==> src/design/rebu_pkg.sv <==
// Package for the RV32I execute/branch unit: op classes, funct3 codes and payload types.
// No dependencies; used by the interfaces, the RTL modules and the checker.
package rebu_pkg;

  localparam int unsigned XLEN = 32;

  typedef enum logic [3:0] {
    OP_REG    = 4'd0,
    OP_IMM    = 4'd1,
    OP_LOAD   = 4'd2,
    OP_STORE  = 4'd3,
    OP_BRANCH = 4'd4,
    OP_JAL    = 4'd5,
    OP_JALR   = 4'd6,
    OP_LUI    = 4'd7,
    OP_AUIPC  = 4'd8,
    OP_BUBBLE = 4'd9
  } op_t;

  // funct3 codes of the ALU operations
  localparam logic [2:0] F3_ADD  = 3'd0;
  localparam logic [2:0] F3_SLL  = 3'd1;
  localparam logic [2:0] F3_SLT  = 3'd2;
  localparam logic [2:0] F3_SLTU = 3'd3;
  localparam logic [2:0] F3_XOR  = 3'd4;
  localparam logic [2:0] F3_SR   = 3'd5;
  localparam logic [2:0] F3_OR   = 3'd6;
  localparam logic [2:0] F3_AND  = 3'd7;

  // funct3 codes of the branch compares
  localparam logic [2:0] BR_EQ  = 3'd0;
  localparam logic [2:0] BR_NE  = 3'd1;
  localparam logic [2:0] BR_LT  = 3'd4;
  localparam logic [2:0] BR_GE  = 3'd5;
  localparam logic [2:0] BR_LTU = 3'd6;
  localparam logic [2:0] BR_GEU = 3'd7;

  typedef struct packed {
    logic [3:0]             op;
    logic [2:0]             funct3;
    logic                   alt;
    logic [XLEN-1:0]        pc;
    logic [XLEN-1:0]        src_a;
    logic [XLEN-1:0]        src_b;
    logic signed [XLEN-1:0] immediate;
    logic [XLEN-1:0]        pred_pc;
  } issue_t;

  typedef struct packed {
    logic [XLEN-1:0] alu_result;
    logic [XLEN-1:0] next_pc;
    logic            taken;
    logic            mispredict;
  } result_t;

endpackage

==> src/design/rebu_chan_if.sv <==
// Valid/ready channel interfaces for the execute/branch unit.
// Depends on rebu_pkg for the payload types.
interface rebu_issue_if;
  import rebu_pkg::*;
  logic   valid;
  logic   ready;
  issue_t data;
  modport source (output valid, output data, input ready);
  modport sink   (input valid, input data, output ready);
endinterface

interface rebu_result_if;
  import rebu_pkg::*;
  logic    valid;
  logic    ready;
  result_t data;
  modport source (output valid, output data, input ready);
  modport sink   (input valid, input data, output ready);
endinterface

==> src/design/rebu_issue_stage.sv <==
// Input register of the execute/branch unit.
// Depends on rebu_pkg and rebu_issue_if.
module rebu_issue_stage (
  input  logic             clk,
  input  logic             rst,
  rebu_issue_if.sink       issue,
  input  logic             take,
  output logic             valid,
  output rebu_pkg::issue_t data
);
  import rebu_pkg::*;

  // Free slot, or the held item moves on this cycle.
  assign issue.ready = !valid || take;

  always_ff @(posedge clk) begin
    if (rst) begin
      valid <= 1'b0;
    end else if (issue.ready) begin
      valid <= issue.valid;
    end
  end

  always_ff @(posedge clk) begin
    if (issue.valid && issue.ready) begin
      data <= issue.data;
    end
  end

endmodule

==> src/design/rebu_exec.sv <==
// Combinational ALU, branch compare and next-pc resolution.
// Depends on rebu_pkg.
module rebu_exec (
  input  rebu_pkg::issue_t  item,
  output rebu_pkg::result_t res
);
  import rebu_pkg::*;

  localparam logic [XLEN-1:0] PC_STEP = XLEN'(4);

  logic            is_reg;
  logic            do_sub;
  logic [XLEN-1:0] opnd_b;
  logic [4:0]      shamt;
  logic [XLEN-1:0] alu_sum;
  logic            lt_s;
  logic            lt_u;
  logic            br_lt_s;
  logic            br_lt_u;
  logic [XLEN-1:0] alu_val;
  logic            cond;
  logic [XLEN-1:0] link;
  logic [XLEN-1:0] target;
  logic [XLEN-1:0] addr;
  logic [XLEN-1:0] upper;

  assign is_reg  = (item.op == OP_REG);
  assign do_sub  = is_reg && item.alt && (item.funct3 == F3_ADD);
  assign opnd_b  = is_reg ? item.src_b : item.immediate;
  assign shamt   = opnd_b[4:0];
  assign alu_sum = item.src_a + (do_sub ? ~opnd_b : opnd_b) + XLEN'(do_sub);
  assign lt_s    = $signed(item.src_a) < $signed(opnd_b);
  assign lt_u    = item.src_a < opnd_b;
  assign br_lt_s = $signed(item.src_a) < $signed(item.src_b);
  assign br_lt_u = item.src_a < item.src_b;
  assign link    = item.pc + PC_STEP;
  assign target  = item.pc + item.immediate;
  assign addr    = item.src_a + item.immediate;
  assign upper   = item.immediate << 12;

  always_comb begin
    unique case (item.funct3)
      F3_ADD:  alu_val = alu_sum;
      F3_SLL:  alu_val = item.src_a << shamt;
      F3_SLT:  alu_val = XLEN'(lt_s);
      F3_SLTU: alu_val = XLEN'(lt_u);
      F3_XOR:  alu_val = item.src_a ^ opnd_b;
      F3_SR:   alu_val = item.alt ? XLEN'($signed(item.src_a) >>> shamt)
                                  : item.src_a >> shamt;
      F3_OR:   alu_val = item.src_a | opnd_b;
      F3_AND:  alu_val = item.src_a & opnd_b;
      default: alu_val = '0;
    endcase
  end

  always_comb begin
    unique case (item.funct3)
      BR_EQ:   cond = (item.src_a == item.src_b);
      BR_NE:   cond = (item.src_a != item.src_b);
      BR_LT:   cond = br_lt_s;
      BR_GE:   cond = !br_lt_s;
      BR_LTU:  cond = br_lt_u;
      BR_GEU:  cond = !br_lt_u;
      default: cond = 1'b0;  // funct3 2 and 3 never branch
    endcase
  end

  always_comb begin
    logic live;
    live           = 1'b1;
    res.alu_result = '0;
    res.next_pc    = link;
    res.taken      = 1'b0;
    unique case (item.op)
      OP_REG, OP_IMM:    res.alu_result = alu_val;
      OP_LOAD, OP_STORE: res.alu_result = addr;
      OP_BRANCH: begin
        if (cond) begin
          res.taken   = 1'b1;
          res.next_pc = target;
        end
      end
      OP_JAL: begin
        res.alu_result = link;
        res.next_pc    = target;
      end
      OP_JALR: begin
        res.alu_result = link;
        res.next_pc    = {addr[XLEN-1:1], 1'b0};
      end
      OP_LUI:   res.alu_result = upper;
      OP_AUIPC: res.alu_result = item.pc + upper;
      default:  live = 1'b0;  // bubble and unused classes
    endcase
    res.mispredict = live && (item.pred_pc != res.next_pc);
  end

endmodule

==> src/design/rebu_result_stage.sv <==
// Result register of the execute/branch unit; drives the output channel.
// Depends on rebu_pkg and rebu_result_if.
module rebu_result_stage (
  input  logic              clk,
  input  logic              rst,
  input  logic              in_valid,
  input  rebu_pkg::result_t in_data,
  output logic              take,
  rebu_result_if.source     result
);
  import rebu_pkg::*;

  // Load a new result when empty or when the held one transfers now.
  assign take = !result.valid || result.ready;

  always_ff @(posedge clk) begin
    if (rst) begin
      result.valid <= 1'b0;
    end else if (take) begin
      result.valid <= in_valid;
    end
  end

  always_ff @(posedge clk) begin
    if (take && in_valid) begin
      result.data <= in_data;
    end
  end

endmodule

==> src/design/rv32i_execute_branch_unit_top.sv <==
// Top level of the RV32I execute/branch unit.
// Depends on rebu_pkg, the channel interfaces, rebu_issue_stage, rebu_exec and
// rebu_result_stage.
//
//   channel  dir  payload                                            transfer
//   issue    in   op funct3 alt pc src_a src_b immediate pred_pc     valid & ready
//   result   out  alu_result next_pc taken mispredict                valid & ready
//
// An issue transfer loads the input register; the rebu_exec output is then
// captured by the result register. Throughput is one instruction per cycle while
// result.ready holds, set by the single pass through rebu_exec between them.
// Reset (rst, synchronous) empties both registers; payload is not cleared.
// With the result held, one more instruction is still taken into the input
// register; issue.ready drops only when both registers are full.
module rv32i_execute_branch_unit_top (
  input  logic          clk,
  input  logic          rst,
  rebu_issue_if.sink    issue,
  rebu_result_if.source result
);
  import rebu_pkg::*;

  logic    s1_valid;
  issue_t  s1_data;
  result_t s1_res;
  logic    take;

  // Input register
  rebu_issue_stage u_issue (
    .clk   (clk),
    .rst   (rst),
    .issue (issue),
    .take  (take),
    .valid (s1_valid),
    .data  (s1_data)
  );

  // ALU, branch compare, next pc and mispredict
  rebu_exec u_exec (
    .item (s1_data),
    .res  (s1_res)
  );

  // Result register
  rebu_result_stage u_result (
    .clk      (clk),
    .rst      (rst),
    .in_valid (s1_valid),
    .in_data  (s1_res),
    .take     (take),
    .result   (result)
  );

endmodule

==> src/flat_wrapper.sv <==
// flat-port wrapper written by rule: the top's interface ports become plain ports
module rv32i_execute_branch_unit_top_flat import rebu_pkg::*;
  (clk, rst, issue_valid, issue_data, issue_ready, result_valid, result_data, result_ready);
  rebu_issue_if issue_i ();
  rebu_result_if result_i ();
  input  logic clk;
  input  logic rst;
  input wire logic [$bits(issue_i.valid)-1:0] issue_valid;
  input wire logic [$bits(issue_i.data)-1:0] issue_data;
  output wire logic [$bits(issue_i.ready)-1:0] issue_ready;
  output wire logic [$bits(result_i.valid)-1:0] result_valid;
  output wire logic [$bits(result_i.data)-1:0] result_data;
  input wire logic [$bits(result_i.ready)-1:0] result_ready;
  assign issue_i.valid = issue_valid;
  assign issue_i.data = issue_data;
  assign issue_ready = issue_i.ready;
  assign result_valid = result_i.valid;
  assign result_data = result_i.data;
  assign result_i.ready = result_ready;
  rv32i_execute_branch_unit_top u_core (.clk(clk), .rst(rst), .issue(issue_i), .result(result_i));
endmodule
==> config.mk <==
export PLATFORM = sky130hd
export DESIGN_NAME = rv32i_execute_branch_unit_top_flat
export DESIGN_NICKNAME = d
export VERILOG_FILES = /design/src/design/rebu_pkg.sv /design/src/design/rebu_chan_if.sv /design/src/design/rebu_issue_stage.sv /design/src/design/rebu_exec.sv /design/src/design/rebu_result_stage.sv /design/src/design/rv32i_execute_branch_unit_top.sv /design/src/flat_wrapper.sv
export SDC_FILE = /design/constraint.sdc
export NUM_CORES = 1
export LEC_CHECK = 0
export ABC_AREA = 0
export BUFFER_PORTS_ARGS = -buffer_cell sky130_fd_sc_hd__clkbuf_2
export CAP_MARGIN = 20
export CORE_MARGIN = 2
export CORE_UTILIZATION = 30
export CTS_BUF_LIST = sky130_fd_sc_hd__clkbuf_8 sky130_fd_sc_hd__clkbuf_16
export DETAILED_ROUTE_END_ITERATION = 6
export PLACE_DENSITY_LB_ADDON = 0.2
export SYNTH_ARGS = -nofsm -noshare
export SYNTH_HDL_FRONTEND = slang
export SYNTH_SLANG_ARGS = --single-unit
==> constraint.sdc <==
create_clock -name clk -period 12.4 [get_ports clk]
set_clock_uncertainty 0.2 [all_clocks]
set_input_delay 1.86 -clock clk [delete_from_list [all_inputs] [get_ports clk]]
set_output_delay 1.86 -clock clk [all_outputs]
set_load 0.01 [all_outputs]
==> flow_summary.json, run 1 <==
{
  "synthTopCellsByArea": "edfxtp_1 29%, ha_1 13%, o21ai_0 5.0%",
  "p_leak_nw": 11.3,
  "rows": 103,
  "yosys_warnings": 0,
  "worstSetupPathType": "flop to flop",
  "antenna_found_initial": 1,
  "cts_buffers": 29,
  "syn_nets": 3167,
  "fin_nets": 3357,
  "yosys_register_bits": 236,
  "holdWs_ns": 0.322,
  "dp_hpwl_mm": 85.3,
  "critPathMaxFanout": 33,
  "global_route.usage.met2": 0.428,
  "grt_overflow": 0,
  "synth.avg_cell_area_um2": 8.77,
  "routed_wl_mm": 109,
  "rr_worst_depth": 17,
  "setup_viol": 0,
  "violations": "DRC",
  "pre_cts_slack_ns": 6.13,
  "synth-edff-count": 234,
  "numClockSinks": 236,
  "tritoncts": "done",
  "fin_tns_setup_ns": 0,
  "fmax_mhz": 158,
  "worstSetupStartpointType": "flop",
  "synth_area_leader_cell": "edfxtp_1",
  "outcome": "complete, but fails checks",
  "start_util": 0.303,
  "hold_viol": 0,
  "drc": 8,
  "fin_ws_ns": 6.07,
  "vias": 23600,
  "syn-instance-count": 2735,
  "track_usage": 0.257,
  "drv_cap": 0,
  "port_buffers": 239,
  "ant_nets": 0,
  "post-route-util": 0.347,
  "die_w_um": 287,
  "rsz0062_at_grt": "no",
  "synthFlopType": "edfxtp_1",
  "grt_max_degree": 76,
  "io_pins": 240,
  "crit_path_end_kind": "flop",
  "yosysMostFrequentCell": "ha_1",
  "drtIter0Drc": 2604,
  "cp.arrival_ns": 6.42,
  "r2r_start": "u_core.u_issue.data[165]",
  "total_power_mw": 2.89,
  "max-clock-path-buffers": 3,
  "min_period_ns": 6.33,
  "netlist_area_mm2": 0.0240,
  "hold_end": "u_core.u_result.result.valid",
  "use_met1": 0.349,
  "met3_usage": 0.0263,
  "cts_resized": 0,
  "holdPathStages": 2,
  "h-tree-depth": 1,
  "gp_congestion": 0.970,
  "wl_per_cell_um": 27.3,
  "dr.pass1.iters": 7,
  "core_area_mm2": 0.0791,
  "netlist_top_cells_count": "256 x ha_1, 240 x o21ai_0, 236 x nand2_1",
  "grt-busiest-layer": "met2",
  "area_growth_pct": 14.5,
  "die_y_um": 287,
  "post_cts_buffers": 0,
  "hp-class": "flop to flop",
  "synthDominantCellAreaShare": 0.293,
  "min_from": "u_core.u_issue.valid",
  "crit_required_ns": 12.49,
  "irDropWorstVdd_v": 0.0000940,
  "yosys.cell_types.count": 97,
  "grt_pass1_vias": 23100,
  "n_antenna_cell": 0,
  "ctsHoldBuffers": 0,
  "path_clk_slew_ns": 0.06,
  "slew_violations": 0,
  "drive_gt1_frac": 0.137,
  "root_buffer": "clkbuf_16",
  "grt_pass1_wl_mm": 158,
  "slew_headroom": 0.278,
  "power.density_mw_per_mm2": 105,
  "synthArstFlopShare": 0,
  "clk_latency_ns": 0.59,
  "r2r-end": "u_core.u_result.result.data[60]",
  "vias_per_cell": 5.89,
  "fin_crit_sh": 0.510,
  "ys_seq_area_frac": 0.294,
  "die_area_mm2": 0.0823,
  "r2r_slack_ns": 6.07,
  "worstMarginPinSlew_ns": 1.06
}
-- layout make-up --
type                       count  area, um^2
clock buffer                  29         726
clock inverter                24         278
fill                        8283       51700
inverter                     139         522
multi-input combinational   2231       16000
sequential                   236        7070
tap                         1050        1310
timing repair buffer         288        1580
-- worst max path at each step --
stage	start	to	slack, ns	cells past startpoint
floorplan	result_ready	u_core.u_issue.data[0]	5.73	3
global placement	u_core.u_issue.data[164]	u_core.u_result.result.data[63]	6.26	17
global route	u_core.u_issue.data[165]	u_core.u_result.result.data[64]	5.67	17
CTS	u_core.u_issue.data[165]	u_core.u_result.result.data[60]	6.11	17
finish	u_core.u_issue.data[165]	u_core.u_result.result.data[60]	6.07	17
detailed placement	u_core.u_issue.data[164]	u_core.u_result.result.data[60]	6.13	17
-- cells in the final DEF, fill, tap and decap left out, drive strengths merged, types with 55 or more instances in the layout --
cell type,n
ha,256
nand3,62
edfxtp,234
a21oi,198
nor2,215
clkbuf,268
a21o,55
mux2i,119
xnor2,73
inv,143
nand2,236
o211ai,59
xor2,93
o21ai,259
-- kinds of logic after synthesis --
kind of cell | count (synthesis) | share of synthesized area
xor+xnor | 166 | 0.0606
fa+ha+maj | 260 | 0.137
mux | 135 | 0.0623
compound gates | 901 | 0.248
flops | 236 | 0.294
buf+inv | 268 | 0.0429
simple gates | 769 | 0.155
-- metrics by stage --
stage	area [um^2]	std cells
floorplan	24000	2735
global placement	26400	3943
detailed placement	26400	3943
CTS	27400	3996
global route	27500	3997
finish	27500	3997
-- per-layer routing --
metal  up-vias  part of all wire
met3       165             0.062
met5         -                 0
met2       986              0.46
met1     11700              0.44
li1      10700                 -
met4         0             0.036
-- worst max-delay path: stages (launching register included) --
cell,delay [ns]
edfxtp_1,0.71
nor4_4,0.31
buf_4,0.59
mux2_2,0.66
a2bb2oi_1,0.42
fa_1,0.28
nor2b_1,0.06
o21ai_0,0.21
a21boi_0,0.23
o41ai_1,0.51
a21oi_1,0.19
o21ba_2,0.28
a211oi_1,0.40
nor2_1,0.18
a21boi_0,0.27
xnor2_1,0.10
o21ai_0,0.23
o311ai_0,0.20
-- registers in the layout (all words and copies together) (netlist names) --
name                          count
u_core.u_result.result.data      66
u_core.u_issue.valid              1
u_core.u_issue.data             168
u_core.u_result.result.valid      1
-- where the power goes --
part | switching [mW] | internal, mW | leakage, nW
registers | 0.0770 | 0.939 | 2.28
clock network | 0.382 | 0.534 | 0.500
logic | 0.616 | 0.342 | 8.56
total | 1.07 | 1.82 | 11.3
No activity file was read; power rests on OpenSTA's default activity.
==> run 2, diff against run 1 <==
Clock period 12.4 ns to 6.28 ns, I/O delays scaled along.
==> run 2 against run 1 <==
The flow still finishes with violations (DRC). First-iteration DRC count grew 3.1%. Die area stayed put. Global-route usage up 0.063 points. Setup slack got worse by 5.7 ns. Sequential share of layout area down 0.42 points. Flip-flop and latch count is the same. Routed wire length barely moved.
==> flow_summary.json, run 2 (synthesized netlist as in run 1, its figures left out) <==
{
  "clockPowerShare": 0.332,
  "routed_wl_mm": 109,
  "worstSetupStartpointType": "flop",
  "die_area_mm2": 0.0823,
  "vias_per_cell": 5.87,
  "dpl_cell_area_mm2": 0.0268,
  "top_register": "u_core.u_issue.data",
  "ctsHoldBuffers": 0,
  "drc": 3,
  "power_frac_seq": 0.339,
  "fmax_mhz": 169,
  "p_leak_nw": 11.6,
  "hp-class": "input port to flop",
  "start_util": 0.303,
  "switching_share": 0.363,
  "cts_buffers": 31,
  "power.density_mw_per_mm2": 211,
  "setup_viol": 0,
  "grt_pass1_vias": 23100,
  "path_clk_slew_ns": 0.06,
  "worstSetupPathType": "flop to flop",
  "root_buffer": "clkbuf_16",
  "cp.arrival_ns": 6.05,
  "rsz0062_at_grt": "no",
  "antenna_found_initial": 3,
  "core_area_mm2": 0.0791,
  "dp_hpwl_mm": 86.5,
  "area_growth_pct": 16.4,
  "grt_overflow": 0,
  "r2r-end": "u_core.u_result.result.data[0]",
  "fin_tns_setup_ns": 0,
  "power_switching_mw": 2.13,
  "combPwrFrac": 0.330,
  "rr_worst_depth": 13,
  "fin_nets": 3401,
  "largest_reg_flops": 168,
  "violations": "DRC",
  "cts_resized": 0,
  "tritoncts": "done",
  "hold_viol": 0,
  "r2r_slack_ns": 0.35,
  "slew_headroom": 0.156,
  "drive_gt1_frac": 0.150,
  "max-clock-path-buffers": 3,
  "wl_per_cell_um": 27.0,
  "outcome": "complete, but fails checks",
  "worstSetupEndpoint": "u_core.u_result.result.data[0]",
  "worstMarginPinSlew_ns": 1.23,
  "gp_congestion": 0.999,
  "multi_input_area_mm2": 0.0160,
  "track_usage": 0.258,
  "vias": 23700,
  "final_area_mm2": 0.0279,
  "critPathMaxFanout": 24,
  "dr.pass1.iters": 7,
  "grt_max_degree": 94,
  "n_fill_cell": 8250,
  "die_w_um": 287,
  "fin_crit_sh": 0.944,
  "crit_required_ns": 6.40,
  "reg_top3": "u_core.u_issue.data (168), u_core.u_result.result.data (66)",
  "irDropWorstVdd_v": 0.000204,
  "rows": 103,
  "crit_path_end_kind": "flop",
  "mostFrequentLayoutCell": "ha_1",
  "post_cts_buffers": 0,
  "drv_cap": 0,
  "die_y_um": 287,
  "drtIter0Drc": 2685,
  "port_buffers": 239,
  "p_int_mw": 3.75,
  "startpoint": "u_core.u_issue.data[116]",
  "n_antenna_cell": 0,
  "ff_latch_area_mm2": 0.00707,
  "r2r_start": "u_core.u_issue.data[116]",
  "slew_violations": 0,
  "final_cell_mix": "256 x ha_1, 240 x o21ai_0, 239 x clkbuf_2",
  "clk_latency_ns": 0.60,
  "h-tree-depth": 1,
  "ant_nets": 0,
  "min_period_ns": 5.93,
  "grt_pass1_wl_mm": 158,
  "io_pins": 240,
  "numClockSinks": 236
}
run 2: layer usage:
metal	routed length (um)	part of all wire	up-vias	track usage
met2	49600	0.45	1049	0.417
met3	7200	0.066	187	0.0287
li1	-	-	10900	-
met4	4270	0.039	2	0.0913
met5	18	0.00016	-	0
met1	48100	0.44	11600	0.355
run 2: final cells by class:
type / count / area share
clock buffers: 31 / 0.0278
multi-input cells: 2231 / 0.572
inverters: 139 / 0.0187
clock inverters: 26 / 0.0122
repair buffers: 330 / 0.0691
flip-flops and latches: 236 / 0.253
well taps: 1050 / 0.0470
run 2: worst min path at each step:
stage | from | endpoint | cells after the start
floorplan | u_core.u_issue.valid | u_core.u_result.result.valid | 2
global placement | u_core.u_issue.valid | u_core.u_result.result.valid | 2
detailed placement | u_core.u_issue.valid | u_core.u_result.result.valid | 2
CTS | issue_data[122] | u_core.u_issue.data[122] | 1
global route | issue_data[145] | u_core.u_issue.data[145] | 1
finish | issue_data[122] | u_core.u_issue.data[122] | 1
run 2: metrics by stage:
stage	std cells	total power [mW]	hold slack, ns	util	setup WS (ns)
finish	4043	5.88	0.318	0.353	0.354
global route	4043	6.15	0.286	0.353	0.138
CTS	4043	5.90	0.281	0.353	0.398
detailed placement	3986	3.91	0.307	0.339	0.429
global placement	3986	3.91	0.300	0.339	0.630
floorplan	2735	3.19	0.278	-	0.524
run 2: critical path, stage by stage (launching register included):
cell and delay, ns:
edfxtp_1 0.65, ha_1 0.33, nand4_1 0.14, nor3_1 0.08, a221oi_1 1.00, nand2_1 0.37, o211a_1 0.39, nor3_4 0.79
o311ai_0 0.41, xor2_1 0.23, nor4b_1 0.38, nand4_1 0.27, nor4_1 0.33, nor2_1 0.07
run 2: power by group through the flow:
stage | clock network, mW | registers (mW) | logic [mW]
2_1_floorplan | 0 | 1.97 | 1.21
4_1_cts | 2.00 | 1.99 | 1.90
5_1_grt | 2.06 | 2.00 | 2.10
3_3_place_gp | 0 | 2.02 | 1.89
6_report | 1.95 | 1.99 | 1.94
3_5_place_dp | 0 | 2.02 | 1.89
==> run 3, diff against run 2 <==
Settings changed: CELL_PAD_IN_SITES_DETAIL_PLACEMENT set to 0, CELL_PAD_IN_SITES_GLOBAL_PLACEMENT set to 1.
==> run 3 against run 2 <==
The run now ends clean. Die area did not move. Highest routed layer is now met4. Sequential power hardly changed. Largest power group unchanged. Cell area fell by 0.52%. Power down 3.3%.
==> flow_summary.json, run 3 (synthesized netlist as in run 1, its figures left out) <==
{
  "post_cts_buffers": 0,
  "drive_gt1_frac": 0.149,
  "crit_required_ns": 6.39,
  "area_growth_pct": 15.8,
  "dp.cells": 3986,
  "slowest_stage": "a31oi_1",
  "hold_viol": 0,
  "vias": 23400,
  "gp_congestion": 1.01,
  "io_pins": 240,
  "cp_top_family": "compound AO/OA/AOI/OAI gates",
  "mostFrequentLayoutCell": "ha_1",
  "crit_path_end_kind": "flop",
  "grt_max_degree": 93,
  "slew_headroom": 0.213,
  "vias_per_cell": 5.79,
  "numClockSinks": 236,
  "irDropWorstVdd_v": 0.000213,
  "drv_cap": 0,
  "root_buffer": "clkbuf_16",
  "cts_resized": 0,
  "worstSetupStartpointType": "flop",
  "fin_tns_setup_ns": 0,
  "rsz0062_at_grt": "no",
  "crit_top_cell": "o21ai_1",
  "setup_viol": 0,
  "die_y_um": 287,
  "path_buf_inv": 1,
  "drc": 0,
  "clk_latency_ns": 0.59,
  "wl_per_cell_um": 27.5,
  "top_register": "u_core.u_issue.data",
  "port_buffers": 239,
  "antenna_found_initial": 4,
  "track_usage": 0.262,
  "worstMarginPinSlew_ns": 1.18,
  "max-clock-path-buffers": 3,
  "largest_reg_flops": 168,
  "dp_hpwl_mm": 87.9,
  "die_w_um": 287,
  "finalNonFillerCells": 4039,
  "critPathMaxFanout": 5,
  "ant_nets": 0,
  "hp-class": "input port to flop",
  "cp.arrival_ns": 5.65,
  "fin_ws_ns": 0.740,
  "die_area_mm2": 0.0823,
  "tritoncts": "done",
  "worstSetupPathType": "flop to flop",
  "dr.pass1.iters": 6,
  "final_cell_mix": "256 x ha_1, 240 x o21ai_0, 239 x clkbuf_2",
  "p_leak_nw": 11.5,
  "rows": 103,
  "start_util": 0.303,
  "power.density_mw_per_mm2": 205,
  "path_clk_slew_ns": 0.07,
  "grt_overflow": 0,
  "min_period_ns": 5.54,
  "h-tree-depth": 1,
  "outcome": "finished clean",
  "fin_nets": 3399,
  "critPathMaxStageDelay_ns": 0.65,
  "cts_buffers": 29,
  "drtIter0Drc": 2238,
  "routed_wl_mm": 111,
  "n_fill_cell": 8358,
  "grt_pass1_wl_mm": 159,
  "reg_top3": "u_core.u_issue.data (168), u_core.u_result.result.data (66)",
  "ctsHoldBuffers": 0,
  "core_area_mm2": 0.0791,
  "path_cells": "ha_1 -> fa_1 -> a211oi_1 -> o21ai_1 -> a31oi_1 -> o21ai_1 -> a21o_1 -> a21oi_1 -> mux2i_1 -> o21ai_0 -> a2111oi_0 -> buf_4 -> nand4_1 -> nor4_1 -> nor2_1",
  "grt_pass1_vias": 22800,
  "holdWs_ns": 0.322,
  "n_antenna_cell": 0,
  "pre_cts_slack_ns": 0.720,
  "fin_crit_sh": 0.882,
  "fmax_mhz": 181,
  "slew_violations": 0
}
[run 3: changes by cell type in the layout (fill, tap and decap cells not counted), sizes merged]
cell    change
clkbuf      -2
bufinv      -3
clkinv      +1
[run 3: metal layers]
layer,track usage,share of wire,up-vias
met5,0,0,-
met4,0.0802,0.032,0
met3,0.0270,0.058,135
met2,0.420,0.45,956
met1,0.369,0.46,11500
li1,-,-,10800
[run 3: where the power goes]
group          internal, mW  total (mW)  switching, mW
sequential             1.85        1.99          0.135
combinational         0.698        1.94           1.24
clock                  1.01        1.76          0.747
total                  3.56        5.69           2.12
[run 3: cell type report]
cell class              instances  area, um^2  area share
multi-input cells            2231       16000       0.575
well taps                    1050        1310      0.0473
clock buffers                  29         726      0.0261
repair buffers                330        1930      0.0694
flip-flops and latches        236        7070       0.254
clock inverters                24         244     0.00878
inverters                     139         522      0.0188
[run 3: worst reg2reg max path, delay by kind of cell, from the launching register on]
family | cells | cell delay [ns]
adders and majority gates | 2 | 0.74
and+or+nand+nor | 3 | 0.58
muxes | 1 | 0.51
DFF | 1 | 0.57
buffers and inverters | 1 | 0.17
AOI/OAI and AO/OA | 8 | 2.49
[run 3: through the flow]
step,cell area (um^2),total power [mW],utilization
after floorplan,24000,3.19,-
after global placement,26800,3.92,0.339
after detailed placement,26800,3.92,0.339
after CTS,27800,5.72,0.351
after global routing,27800,5.97,0.351
final,27800,5.69,0.351
[run 3: worst paths after layout]
kind | from | to | slack, ns | depth (start not counted)
worst max-delay path | u_core.u_issue.data[32] | u_core.u_result.result.data[0] | 0.74 | 15
worst min register to register | u_core.u_issue.valid | u_core.u_result.result.valid | 0.33 | 2
worst max register to register | u_core.u_issue.data[32] | u_core.u_result.result.data[0] | 0.74 | 15
worst min-delay path | issue_data[160] | u_core.u_issue.data[160] | 0.32 | 1
